--- config.mk ---
export PLATFORM = sky130hd
export DESIGN_NAME = dpf_cfg_regs
export DESIGN_NICKNAME = d
export VERILOG_FILES = /design/src/hdl/dpf_pkg.sv /design/src/hdl/dpf_cfg_regs.sv
export SDC_FILE = /design/constraint.sdc
export NUM_CORES = 1
export LEC_CHECK = 0
export BUFFER_PORTS_ARGS = -buffer_cell sky130_fd_sc_hd__buf_4
export CAP_MARGIN = 0
export CORE_AREA = 2 2 155 157
export CTS_CLUSTER_DIAMETER = 80
export DETAILED_ROUTE_END_ITERATION = 12
export DIE_AREA = 0 0 157 159
export PLACE_DENSITY = 0.81
export RECOVER_POWER = 50
export SLEW_MARGIN = 25
export SYNTH_ARGS = -nofsm -noshare
export SYNTH_HDL_FRONTEND = slang
export SYNTH_SLANG_ARGS = --single-unit
export TNS_END_PERCENT = 50
--- constraint.sdc ---
create_clock -name clk -period 4.2 [get_ports clk]
set_input_delay 0.42 -clock clk [delete_from_list [all_inputs] [get_ports clk]]
set_output_delay 0.42 -clock clk [all_outputs]
set_load 0.005 [all_outputs]
--- src/hdl/dpf_pkg.sv ---
`timescale 1ns / 1ps
// Shared types and constants for the point evaluation block.
// No dependencies; used by every module under hdl except dpf_ram.
package dpf_pkg;

  localparam int PADDR_W = 6;
  localparam int PDATA_W = 64;

  // register indexes (byte address / 8)
  localparam logic [2:0] REG_ROOT_LO = 3'd0;
  localparam logic [2:0] REG_ROOT_HI = 3'd1;
  localparam logic [2:0] REG_PARTY   = 3'd2;
  localparam logic [2:0] REG_DEPTH   = 3'd3;
  localparam logic [2:0] REG_MODULUS = 3'd4;
  localparam logic [2:0] REG_FCORR   = 3'd5;

  localparam logic [63:0] GOLDEN  = 64'h9E3779B97F4A7C15;
  localparam logic [63:0] GOLDEN2 = 64'h3C6EF372FE94F82A;
  localparam logic [63:0] GOLDEN3 = 64'hDAA66D2C7DDF743F;
  localparam logic [63:0] MIX1    = 64'hBF58476D1CE4E5B9;
  localparam logic [63:0] MIX2    = 64'h94D049BB133111EB;
  localparam logic [63:0] DOM_LO  = 64'hA24BAED4963EE407;
  localparam logic [63:0] DOM_HI  = 64'h9FB21C651E98DF25;

  // request codes
  localparam logic REQ_WRITE = 1'b0;
  localparam logic REQ_EVAL  = 1'b1;

  // PRG output words of one expansion
  localparam logic [1:0] W_SEED_LO = 2'd0;
  localparam logic [1:0] W_SEED_HI = 2'd1;
  localparam logic [1:0] W_TAG_A   = 2'd2;
  localparam logic [1:0] W_TAG_B   = 2'd3;

  // operands of the leaf reductions
  localparam logic [1:0] RED_LO = 2'd0;
  localparam logic [1:0] RED_HI = 2'd1;
  localparam logic [1:0] RED_FC = 2'd2;

  typedef struct packed {
    logic        req_type;
    logic [4:0]  level_index;
    logic [63:0] corr_seed_low;
    logic [63:0] corr_seed_high;
    logic        corr_bit_left;
    logic        corr_bit_right;
    logic [31:0] eval_point;
  } in_item_t;

  typedef struct packed {
    logic [63:0] share_value;
    logic [31:0] point_echo;
  } out_item_t;

  typedef struct packed {
    logic [63:0] root_seed_low;
    logic [63:0] root_seed_high;
    logic        party_id;
    logic [5:0]  tree_depth;
    logic [63:0] ring_modulus;
    logic [63:0] final_correction;
  } cfg_t;

  typedef enum logic [4:0] {
    ST_IDLE,
    ST_LVL_CHK,
    ST_INIT,
    ST_MUL_LL,
    ST_MUL_LH,
    ST_MUL_HL,
    ST_X27,
    ST_FIN,
    ST_LEVEL,
    ST_RED_LOAD,
    ST_RED_STEP,
    ST_RED_SAVE,
    ST_ADD_SEED,
    ST_ADD_CORR,
    ST_OUT
  } ctrl_state_t;

  typedef enum logic [3:0] {
    OP_NOP,
    OP_WRITE,
    OP_START,
    OP_MIX_INIT,
    OP_MUL_LL,
    OP_MUL_LH,
    OP_MUL_HL,
    OP_XOR27,
    OP_FINISH,
    OP_LEVEL,
    OP_RED_LOAD,
    OP_RED_STEP,
    OP_RED_SAVE,
    OP_ADD_SEED,
    OP_ADD_CORR,
    OP_OUT
  } dp_op_t;

  typedef struct packed {
    dp_op_t     op;
    logic [1:0] word;
    logic [1:0] red_sel;
    logic       mix2;
  } dp_cmd_t;

  typedef struct packed {
    logic levels_done;
  } dp_status_t;

endpackage

--- src/hdl/dpf_cfg_regs.sv ---
`timescale 1ns / 1ps
// APB-style configuration registers of the point evaluation block.
// Depends on dpf_pkg.
module dpf_cfg_regs (
  input  logic                        clk,
  input  logic                        rst_n,
  input  logic                        psel,
  input  logic                        penable,
  input  logic                        pwrite,
  input  logic [dpf_pkg::PADDR_W-1:0] paddr,
  input  logic [dpf_pkg::PDATA_W-1:0] pwdata,
  output logic [dpf_pkg::PDATA_W-1:0] prdata,
  output logic                        pready,
  output dpf_pkg::cfg_t               cfg
);
  import dpf_pkg::*;

  cfg_t       cfg_r, cfg_nxt;
  logic [2:0] idx;
  logic       wr_en;

  assign idx    = paddr[5:3];
  assign wr_en  = psel && penable && pwrite;
  assign pready = 1'b1;
  assign cfg    = cfg_r;

  always_comb begin
    cfg_nxt = cfg_r;
    if (wr_en) begin
      case (idx)
        REG_ROOT_LO: cfg_nxt.root_seed_low    = pwdata;
        REG_ROOT_HI: cfg_nxt.root_seed_high   = pwdata;
        REG_PARTY:   cfg_nxt.party_id         = pwdata[0];
        REG_DEPTH:   cfg_nxt.tree_depth       = pwdata[5:0];
        REG_MODULUS: cfg_nxt.ring_modulus     = pwdata;
        REG_FCORR:   cfg_nxt.final_correction = pwdata;
        default:     ;
      endcase
    end
  end

  always_comb begin
    case (idx)
      REG_ROOT_LO: prdata = cfg_r.root_seed_low;
      REG_ROOT_HI: prdata = cfg_r.root_seed_high;
      REG_PARTY:   prdata = {63'b0, cfg_r.party_id};
      REG_DEPTH:   prdata = {58'b0, cfg_r.tree_depth};
      REG_MODULUS: prdata = cfg_r.ring_modulus;
      REG_FCORR:   prdata = cfg_r.final_correction;
      default:     prdata = '0;
    endcase
  end

  always_ff @(posedge clk) begin
    if (!rst_n) begin
      cfg_r.root_seed_low    <= '0;
      cfg_r.root_seed_high   <= '0;
      cfg_r.party_id         <= 1'b0;
      cfg_r.tree_depth       <= 6'd1;
      cfg_r.ring_modulus     <= '1;
      cfg_r.final_correction <= '0;
    end else begin
      cfg_r <= cfg_nxt;
    end
  end

endmodule

==> impl_metrics.env <==
export IMPL_port_buffers=398
export IMPL_grt_max_degree=174
export IMPL_num_fill_cells=1886
export IMPL_cts_resized=0
export IMPL_cp_start_kind="input port"
export IMPL_max_cap_violations=2
export IMPL_ff2ff_setup_slack_ns=3.42
export IMPL_cts_buffer_depth=3
export IMPL_hold_buffers=0
export IMPL_p_switching_w=0.00123
export IMPL_period_share_pct=78.2
export IMPL_chipHeight_um=159
export IMPL_stdcell_area_um2=15300
export IMPL_yosys_top_cells_area="dfxtp_1, mux2i_1, mux4_2"
export IMPL_cp_startpoint="paddr[5]"
export IMPL_ant_nets=0
export IMPL_cts_buffers=28
export IMPL_numClockSinks=263
export IMPL_io_pins=403
export IMPL_synth_area_per_cell_um2=10.1
export IMPL_clk_pin_slew_ns=0.06
export IMPL_drc=0
export IMPL_rsz0062_at_grt="false"
export IMPL_worstReg2RegStart="cfg[10]$_SDFFE_PN0P_"
export IMPL_largest_reg_flops=263
export IMPL_drt_iter0_drc=643
export IMPL_synth_edf_count=0
export IMPL_synth_top_cell_by_area="dfxtp_1"
export IMPL_synth_cells=1175
export IMPL_postCtsSetupRepairBufs=0
export IMPL_yosysSeqAreaShare_pct=44.2
export IMPL_grt_overflow_total=0
export IMPL_multi_input_area_um2=5800
export IMPL_synthArstFlopShare_pct=0
export IMPL_ctsRootBufferMaster="clkbuf_16"
export IMPL_p_leak_nw=7.03
export IMPL_rows=56
export IMPL_yosys_warnings=0
export IMPL_seq_area_um2=5270
export IMPL_synth_seq_cells=263
export IMPL_synth_top_area_share_pct=44.2
export IMPL_min_from="pwdata[30]"
export IMPL_placed_area_um2=14900
export IMPL_reg2regPathDepth=2
export IMPL_grt_usage_pct=29.1
export IMPL_max_vdd_ir_drop_uv=282
export IMPL_grt_pass1_vias=10300
export IMPL_holdPathStages=3
export IMPL_ys_types=31
export IMPL_tns_ns=0
export IMPL_routed_wl_um=37500
export IMPL_ys_flop_type="dfxtp_1"
export IMPL_fmax_ghz=0.305
export IMPL_fin_crit_ns=3.28
export IMPL_die_w_um=157
export IMPL_violations="capacitance limit, slew limit"
export IMPL_outcome="complete, but fails checks"
export IMPL_worstPathArrival_ns=2.86
export IMPL_area_growth_pct=28.7
export IMPL_via_per_inst=5.54
export IMPL_layout_drive_gt1_share_pct=27.5
export IMPL_htreeDepth=1
export IMPL_critPathMaxFanout=55
export IMPL_core_um2=23200
export IMPL_diodes=0
export IMPL_slew_viol_final=62
export IMPL_setup_viol=0
export IMPL_start_util_pct=51.4
export IMPL_post_dp_hpwl_um=24900
export IMPL_hold_class="input port to register"
export IMPL_firstDrtPassIters=5
export IMPL_vias=10300
export IMPL_swShare_pct=23.2
export IMPL_fin_worst_skew_ns=0
export IMPL_min_to="cfg[94]$_SDFFE_PN1P_"
export IMPL_tightest_slew_ns=2.08
export IMPL_combPwrFrac_pct=8.7
export IMPL_worstSkewPairLatency_ns=0.53
export IMPL_seqPwrFrac_pct=47.9
export IMPL_p_int_w=0.00407
export IMPL_grt_pass1_wl_um=58000
export IMPL_path_class="input port to primary output"
export IMPL_netlist_area_um2=11900
export IMPL_slew_headroom_pct=-38.9
export IMPL_gp_congestion=0.867
export IMPL_cp_required_ns=3.78
export IMPL_post_drt_wl_per_cell_um=20.2
export IMPL_finalNetCount=1591
export IMPL_tritoncts="done"
export IMPL_hold_violations=0
export IMPL_power_frac_clock_pct=43.5
export IMPL_p_total_w=0.00530
export IMPL_timing_rr_end="cfg[10]$_SDFFE_PN0P_"
export IMPL_die_area_um2=25000
export IMPL_end_kind="primary output"
export IMPL_pwr_density_cell_nw_per_um2=345
export IMPL_synth_nets=1250
export IMPL_antenna_found_initial=0
cell families after synthesis:
logic type / count (synthesis) / synth area share, %
DFF: 263 / 44.2
AOI/OAI and AO/OA: 145 / 7.78
buffers and inverters: 167 / 7.20
other: 1 / 0.0315
and+or+nand+nor: 334 / 12.3
muxes: 265 / 28.5
worst max-delay path, cell delays in order:
cell and delay (ns):
buf_4 0.69, clkbuf_1 0.95, mux4_2 0.41, nor2b_1 0.16
buf_4 0.18
synth_stat cells, types with 4 or more instances:
cell,count
dfxtp_1,263
clkbuf_1,55
mux2_2,5
buf_4,7
nor2_1,4
nand2_1,261
buf_2,14
a22oi_1,4
mux2i_1,201
o21ai_0,65
inv_1,65
nor2b_1,59
o211ai_1,65
mux4_2,59
buf_6,25
through the flow:
step,util [%],std cells,hold slack [ns],setup slack [ns]
global route,66.2,1852,0.173,0.774
finish,66.2,1852,0.183,0.918
floorplan,-,1175,0.461,2.28
global placement,64.2,1805,0.455,1.50
CTS,67.8,1852,0.166,1.48
detailed placement,64.2,1805,0.465,1.49
routing by layer:
layer / GRT usage (%) / share of wire, % / vias to the layer above
met2: 51.3 / 51 / 422
met1: 34.9 / 38 / 5039
met4: 11.6 / 4.0 / 0
met3: 5.36 / 7.0 / 92
li1: - / - / 4712
met5: 0 / 0 / -
worst max-delay path by stage:
stage	slack, ns	to
after global routing	0.77	prdata[11]
after floorplan	2.28	prdata[10]
after global placement	1.50	prdata[11]
after CTS	1.48	prdata[11]
final	0.92	prdata[11]
after detailed placement	1.49	prdata[11]
layout by cell type, fill, tap and decap left out, drive strengths merged, types with 2 or more instances in the layout:
cell type	n
nor2b	59
o21ai	65
a221oi	3
nand2	261
dfxtp	263
buf	150
or3	2
clkbuf	303
clkinv	6
mux2i	201
mux4	59
nor2	6
o21a	3
a22oi	4
mux2	5
nand2b	2
inv	65
o211ai	65
o22ai	3
power by group through the flow:
stage	combinational, W	sequential (W)	clock, W
after floorplan	0.000266	0.00259	0
after global placement	0.000457	0.00259	0
after detailed placement	0.000465	0.00259	0
after CTS	0.000467	0.00254	0.00233
after global routing	0.000497	0.00254	0.00244
final	0.000460	0.00254	0.00230
final cells by class:
cell class                 count  share of cell area, %
tap                          319                   2.60
sequential                   263                   34.3
clock buffer                  40                   5.06
inverter                      65                   1.59
clock inverter                 7                  0.416
multi-input combinational    745                   37.8
timing repair buffer         413                   18.2
No activity file was read; power rests on OpenSTA's default activity.
