==> config.mk <==
export PLATFORM = sky130hd
export DESIGN_NAME = dpf_ctrl
export DESIGN_NICKNAME = d
export VERILOG_FILES = /design/src/hdl/dpf_pkg.sv /design/src/hdl/dpf_ctrl.sv
export SDC_FILE = /design/constraint.sdc
export NUM_CORES = 1
export LEC_CHECK = 0
export BUFFER_PORTS_ARGS = -buffer_cell sky130_fd_sc_hd__buf_2
export CAP_MARGIN = 20
export CELL_PAD_IN_SITES_DETAIL_PLACEMENT = 0
export CELL_PAD_IN_SITES_GLOBAL_PLACEMENT = 1
export CORE_UTILIZATION = 42
export CTS_BUF_LIST = sky130_fd_sc_hd__clkbuf_8
export DETAILED_ROUTE_END_ITERATION = 6
export GPL_TIMING_DRIVEN = 1
export PLACE_DENSITY_LB_ADDON = 0.1
export SLEW_MARGIN = 20
export SYNTH_ARGS = -nofsm -noshare
export SYNTH_HDL_FRONTEND = slang
export SYNTH_SLANG_ARGS = --single-unit
==> constraint.sdc <==
create_clock -name clk -period 1.85 [get_ports clk]
set_clock_uncertainty 0.05 [all_clocks]
set_input_delay 0.0925 -clock clk [delete_from_list [all_inputs] [get_ports clk]]
set_output_delay 0.0925 -clock clk [all_outputs]
set_load 0.01 [all_outputs]
==> src/hdl/dpf_pkg.sv <==
`timescale 1ns / 1ps
// Shared types and constants for the point evaluation block.
// No dependencies; used by every module under hdl except dpf_ram.
package dpf_pkg;

  localparam int PADDR_W = 6;
  localparam int PDATA_W = 64;

  // register indexes (byte address / 8)
  localparam logic [2:0] REG_ROOT_LO = 3'd0;
  localparam logic [2:0] REG_ROOT_HI = 3'd1;
  localparam logic [2:0] REG_PARTY   = 3'd2;
  localparam logic [2:0] REG_DEPTH   = 3'd3;
  localparam logic [2:0] REG_MODULUS = 3'd4;
  localparam logic [2:0] REG_FCORR   = 3'd5;

  localparam logic [63:0] GOLDEN  = 64'h9E3779B97F4A7C15;
  localparam logic [63:0] GOLDEN2 = 64'h3C6EF372FE94F82A;
  localparam logic [63:0] GOLDEN3 = 64'hDAA66D2C7DDF743F;
  localparam logic [63:0] MIX1    = 64'hBF58476D1CE4E5B9;
  localparam logic [63:0] MIX2    = 64'h94D049BB133111EB;
  localparam logic [63:0] DOM_LO  = 64'hA24BAED4963EE407;
  localparam logic [63:0] DOM_HI  = 64'h9FB21C651E98DF25;

  // request codes
  localparam logic REQ_WRITE = 1'b0;
  localparam logic REQ_EVAL  = 1'b1;

  // PRG output words of one expansion
  localparam logic [1:0] W_SEED_LO = 2'd0;
  localparam logic [1:0] W_SEED_HI = 2'd1;
  localparam logic [1:0] W_TAG_A   = 2'd2;
  localparam logic [1:0] W_TAG_B   = 2'd3;

  // operands of the leaf reductions
  localparam logic [1:0] RED_LO = 2'd0;
  localparam logic [1:0] RED_HI = 2'd1;
  localparam logic [1:0] RED_FC = 2'd2;

  typedef struct packed {
    logic        req_type;
    logic [4:0]  level_index;
    logic [63:0] corr_seed_low;
    logic [63:0] corr_seed_high;
    logic        corr_bit_left;
    logic        corr_bit_right;
    logic [31:0] eval_point;
  } in_item_t;

  typedef struct packed {
    logic [63:0] share_value;
    logic [31:0] point_echo;
  } out_item_t;

  typedef struct packed {
    logic [63:0] root_seed_low;
    logic [63:0] root_seed_high;
    logic        party_id;
    logic [5:0]  tree_depth;
    logic [63:0] ring_modulus;
    logic [63:0] final_correction;
  } cfg_t;

  typedef enum logic [4:0] {
    ST_IDLE,
    ST_LVL_CHK,
    ST_INIT,
    ST_MUL_LL,
    ST_MUL_LH,
    ST_MUL_HL,
    ST_X27,
    ST_FIN,
    ST_LEVEL,
    ST_RED_LOAD,
    ST_RED_STEP,
    ST_RED_SAVE,
    ST_ADD_SEED,
    ST_ADD_CORR,
    ST_OUT
  } ctrl_state_t;

  typedef enum logic [3:0] {
    OP_NOP,
    OP_WRITE,
    OP_START,
    OP_MIX_INIT,
    OP_MUL_LL,
    OP_MUL_LH,
    OP_MUL_HL,
    OP_XOR27,
    OP_FINISH,
    OP_LEVEL,
    OP_RED_LOAD,
    OP_RED_STEP,
    OP_RED_SAVE,
    OP_ADD_SEED,
    OP_ADD_CORR,
    OP_OUT
  } dp_op_t;

  typedef struct packed {
    dp_op_t     op;
    logic [1:0] word;
    logic [1:0] red_sel;
    logic       mix2;
  } dp_cmd_t;

  typedef struct packed {
    logic levels_done;
  } dp_status_t;

endpackage

==> src/hdl/dpf_ctrl.sv <==
`timescale 1ns / 1ps
// Controller: sequences the PRG expansion, the level walk and the leaf
// reductions, and owns both handshakes. Depends on dpf_pkg.
module dpf_ctrl (
  input  logic                clk,
  input  logic                rst_n,
  input  logic                in_valid,
  output logic                in_ready,
  input  logic                in_req_type,
  output logic                out_valid,
  input  logic                out_ready,
  output dpf_pkg::dp_cmd_t    cmd,
  input  dpf_pkg::dp_status_t status
);
  import dpf_pkg::*;

  ctrl_state_t state_r, state_nxt;
  logic [1:0]  word_r, word_nxt;
  logic [1:0]  red_r, red_nxt;
  logic [5:0]  cnt_r, cnt_nxt;
  logic        mix2_r, mix2_nxt;
  logic        out_valid_r, out_valid_nxt;
  logic        out_free;

  assign out_free  = !out_valid_r || out_ready;
  assign out_valid = out_valid_r;

  // next state
  always_comb begin
    state_nxt     = state_r;
    word_nxt      = word_r;
    red_nxt       = red_r;
    cnt_nxt       = cnt_r;
    mix2_nxt      = mix2_r;
    out_valid_nxt = out_valid_r && !out_ready;
    case (state_r)
      ST_IDLE: begin
        if (in_valid && in_req_type == REQ_EVAL) begin
          state_nxt = ST_LVL_CHK;
        end
      end
      ST_LVL_CHK: begin
        if (status.levels_done) begin
          red_nxt   = RED_LO;
          state_nxt = ST_RED_LOAD;
        end else begin
          word_nxt  = W_SEED_LO;
          state_nxt = ST_INIT;
        end
      end
      ST_INIT: begin
        mix2_nxt  = 1'b0;
        state_nxt = ST_MUL_LL;
      end
      ST_MUL_LL: state_nxt = ST_MUL_LH;
      ST_MUL_LH: state_nxt = ST_MUL_HL;
      ST_MUL_HL: state_nxt = mix2_r ? ST_FIN : ST_X27;
      ST_X27: begin
        mix2_nxt  = 1'b1;
        state_nxt = ST_MUL_LL;
      end
      ST_FIN: begin
        if (word_r == W_TAG_B) begin
          state_nxt = ST_LEVEL;
        end else begin
          word_nxt  = word_r + 2'd1;
          state_nxt = ST_INIT;
        end
      end
      ST_LEVEL: state_nxt = ST_LVL_CHK;
      ST_RED_LOAD: begin
        cnt_nxt   = '0;
        state_nxt = ST_RED_STEP;
      end
      ST_RED_STEP: begin
        cnt_nxt = cnt_r + 6'd1;
        if (cnt_r == 6'd63) begin
          state_nxt = ST_RED_SAVE;
        end
      end
      ST_RED_SAVE: begin
        if (red_r == RED_FC) begin
          state_nxt = ST_ADD_SEED;
        end else begin
          red_nxt   = red_r + 2'd1;
          state_nxt = ST_RED_LOAD;
        end
      end
      ST_ADD_SEED: state_nxt = ST_ADD_CORR;
      ST_ADD_CORR: state_nxt = ST_OUT;
      ST_OUT: begin
        if (out_free) begin
          out_valid_nxt = 1'b1;
          state_nxt     = ST_IDLE;
        end
      end
      default: state_nxt = ST_IDLE;
    endcase
  end

  // outputs
  always_comb begin
    in_ready    = (state_r == ST_IDLE);
    cmd.op      = OP_NOP;
    cmd.word    = word_r;
    cmd.red_sel = red_r;
    cmd.mix2    = mix2_r;
    case (state_r)
      ST_IDLE: begin
        if (in_valid) begin
          cmd.op = (in_req_type == REQ_EVAL) ? OP_START : OP_WRITE;
        end
      end
      ST_INIT:     cmd.op = OP_MIX_INIT;
      ST_MUL_LL:   cmd.op = OP_MUL_LL;
      ST_MUL_LH:   cmd.op = OP_MUL_LH;
      ST_MUL_HL:   cmd.op = OP_MUL_HL;
      ST_X27:      cmd.op = OP_XOR27;
      ST_FIN:      cmd.op = OP_FINISH;
      ST_LEVEL:    cmd.op = OP_LEVEL;
      ST_RED_LOAD: cmd.op = OP_RED_LOAD;
      ST_RED_STEP: cmd.op = OP_RED_STEP;
      ST_RED_SAVE: cmd.op = OP_RED_SAVE;
      ST_ADD_SEED: cmd.op = OP_ADD_SEED;
      ST_ADD_CORR: cmd.op = OP_ADD_CORR;
      ST_OUT:      cmd.op = out_free ? OP_OUT : OP_NOP;
      default:     cmd.op = OP_NOP;
    endcase
  end

  always_ff @(posedge clk) begin
    if (!rst_n) begin
      state_r     <= ST_IDLE;
      word_r      <= W_SEED_LO;
      red_r       <= RED_LO;
      cnt_r       <= '0;
      mix2_r      <= 1'b0;
      out_valid_r <= 1'b0;
    end else begin
      state_r     <= state_nxt;
      word_r      <= word_nxt;
      red_r       <= red_nxt;
      cnt_r       <= cnt_nxt;
      mix2_r      <= mix2_nxt;
      out_valid_r <= out_valid_nxt;
    end
  end

endmodule

==> metrics <==
status finished clean; Overall Power 808 uW; GPL Wtd Cong 0.773; final hold viol count 0; yosys warns 0; Period minus WS final 1.67 ns; most common cell in the netlist nor2_1; relative slew slack 0.705; Antenna Cells 0; clock sinks 16; total core area approximately 2300 um2; worst slack at placement between 0.2 and 0.25 ns; commonest cells in the synthesized netlist nor2_1 (19), dfxtp_1 (16), o21ai_0 (13); Seq/Total Area, Yosys 0.301; overflow left after global routing 0; final setup vio count 0; Primary FF master, synth dfxtp_1; total power per unit cell area 659 nW/um2; first-pass GRT wire length slightly below 4000 um; Cells after DPL 179; fin. max-slew vios 0; CP arrival 1.53 ns; routed wire length 2460 um; P&R area growth vs syn 15.3%; hold bufs inserted after CTS 0; clk root buf clkbuf_8; Post-Layout Cell Count 183; Final ANT Viol Nets 0; critical path class flop to output pin; # port buffers 16; die height 52.3 um; starting density of the core 0.463; Reg area 324 um2; post-route cell area 1230 um2; Post-synth ARST share 0; CP Data Required Time 1.71 ns; WL per Instance 13.4 um; setup slack, reg-to-reg 0.27 ns; die width about 52 um; multi-input logic area 649 um2; post-synth net total 147; Nets 165; vias per cell 5.77; slew at the pin closest to its max-slew limit ~0.44 ns; top cells by area, synth dfxtp_1 (30%), nor2_1 (6.7%), o21ai_0 (6.1%); number of synthesized flops with an enable pin 0; fmax 599 MHz; Syn Std Cell Area 1060 um2; num rows 17; TritonCTS Buffers 3; I/O Pins 17; Yosys top cell area share 0.301; maximum VDD drop between 400 and 500 uV; H-tree depth 1; Max Fanout on Critical Path 13; final setup margin 0.180 ns; DR vias 1055; DRC viols 0; Synth Area per Inst ~7.7 um2; CP endpoint kind output pin; die area 2740 um2; final period utilization 0.903; flops & latches, synth 16; Hold Path Class input port to flop; HPWL Detailed approximately 1800 um; post-synth cell types just over 40; Synth Instances 138; fillers approximately 240; drt initial violations 18; worst setup path start state_r[0]; Layout Utilization 0.534; Max Cap Viol 0; clock buffer depth 2; DP Area ~1200 um2; CTS clock-pin slew for the worst setup and hold paths 0.06 ns; largest net degree at the start of global routing 17; vias in the first global route about 850; Hold Path Origin rst_n; Worst Hold Slack 0.0808 ns; Leak between 0.4 and 0.5 nW; DRT Pass-1 Iters 4; area leader, netlist dfxtp_1; CTS tree built; clock latency at the later pin of the worst-skew pair 0.24 ns; Critical Path Source Type flop; Reg-to-Reg Start state_r[0]; setup total negative slack 0 ns; initial antenna violation count 0; Tot GR Track Use 0.196; share of layout cells above drive strength 1 0.213; RSZ-0062 raised after global routing no
==> final timing paths <==
kind                      to  cells after the start
hold reg to reg     cnt_r[4]                      1
setup reg to reg  state_r[1]                      4
setup / recovery      cmd[8]                      5
hold / removal    state_r[2]                      3
==> timing repair <==
| item | CTS | global route |
|---|---|---|
| endpoints found under the setup margin | 0 | 3 |
| gates resized for setup | 0 | 3 |
| buffers inserted | 0 | 0 |
==> logic make-up (layout without fill, tap and decap cells) <==
kind of cell,count (synthesis),after routing,share of synthesized area
simple gates,55,55,0.293
fa+ha+maj,3,3,0.0353
xor+xnor,1,1,0.00824
buf+inv,18,35,0.0882
compound gates,41,41,0.236
mux,4,4,0.0376
flops,16,16,0.301
==> registers in the layout, indices dropped and copies added, names as in the netlist <==
name and cells:
cnt_r 6, word_r 2, state_r 4, out_valid 1, mix2_r 1, red_r 2
==> power by group <==
part	total [mW]	switching [mW]	internal (mW)
clock network	0.308	0.119	0.188
registers	0.372	0.0209	0.351
logic	0.128	0.0691	0.0594
total	0.808	0.209	0.598
==> routing by layer <==
metal | wire length [um] | vias to the layer above | share of wire | track usage
li1 | - | 532 | - | -
met1 | 1210 | 498 | 0.49 | 0.279
met2 | 1150 | 23 | 0.47 | 0.302
met3 | 89 | 2 | 0.036 | 0.0261
met4 | 16 | 0 | 0.0065 | 0.0658
met5 | 0 | - | 0 | 0
==> area by class of cell <==
cell class                      instances  area share
Multi-Input combinational cell        104       0.530
Sequential cell                        16       0.264
Timing Repair Buffer                   23       0.108
Clock buffer                            4      0.0449
Tap cell                               28      0.0286
Inverter                                8      0.0245
==> layout by cell type, fill, tap and decap left out, types with 2 or more instances in the layout <==
cell / synthesis / final
dfxtp_2: 0 / 3
nand2b_1: 3 / 3
o21ai_0: 13 / 13
a22oi_1: 2 / 2
nor2_1: 19 / 19
mux2i_1: 4 / 4
and4_1: 2 / 2
o211ai_1: 4 / 4
nand3b_1: 2 / 2
a21oi_1: 11 / 11
nand2_1: 10 / 10
a31oi_1: 3 / 3
nand3_1: 3 / 3
nor3_1: 3 / 3
ha_1: 3 / 3
inv_1: 8 / 8
buf_2: 3 / 16
or3_1: 2 / 2
clkbuf_8: 0 / 4
dfxtp_1: 16 / 13
buf_4: 2 / 7
==> worst max-delay path, cell delays in order, from the launching register on <==
cell and delay (ns):
dfxtp_1 0.59, buf_4 0.25, nor2_1 0.05, o21ai_0 0.15, o21ai_0 0.10, buf_2 0.14
(Power assumes the default switching activity.)
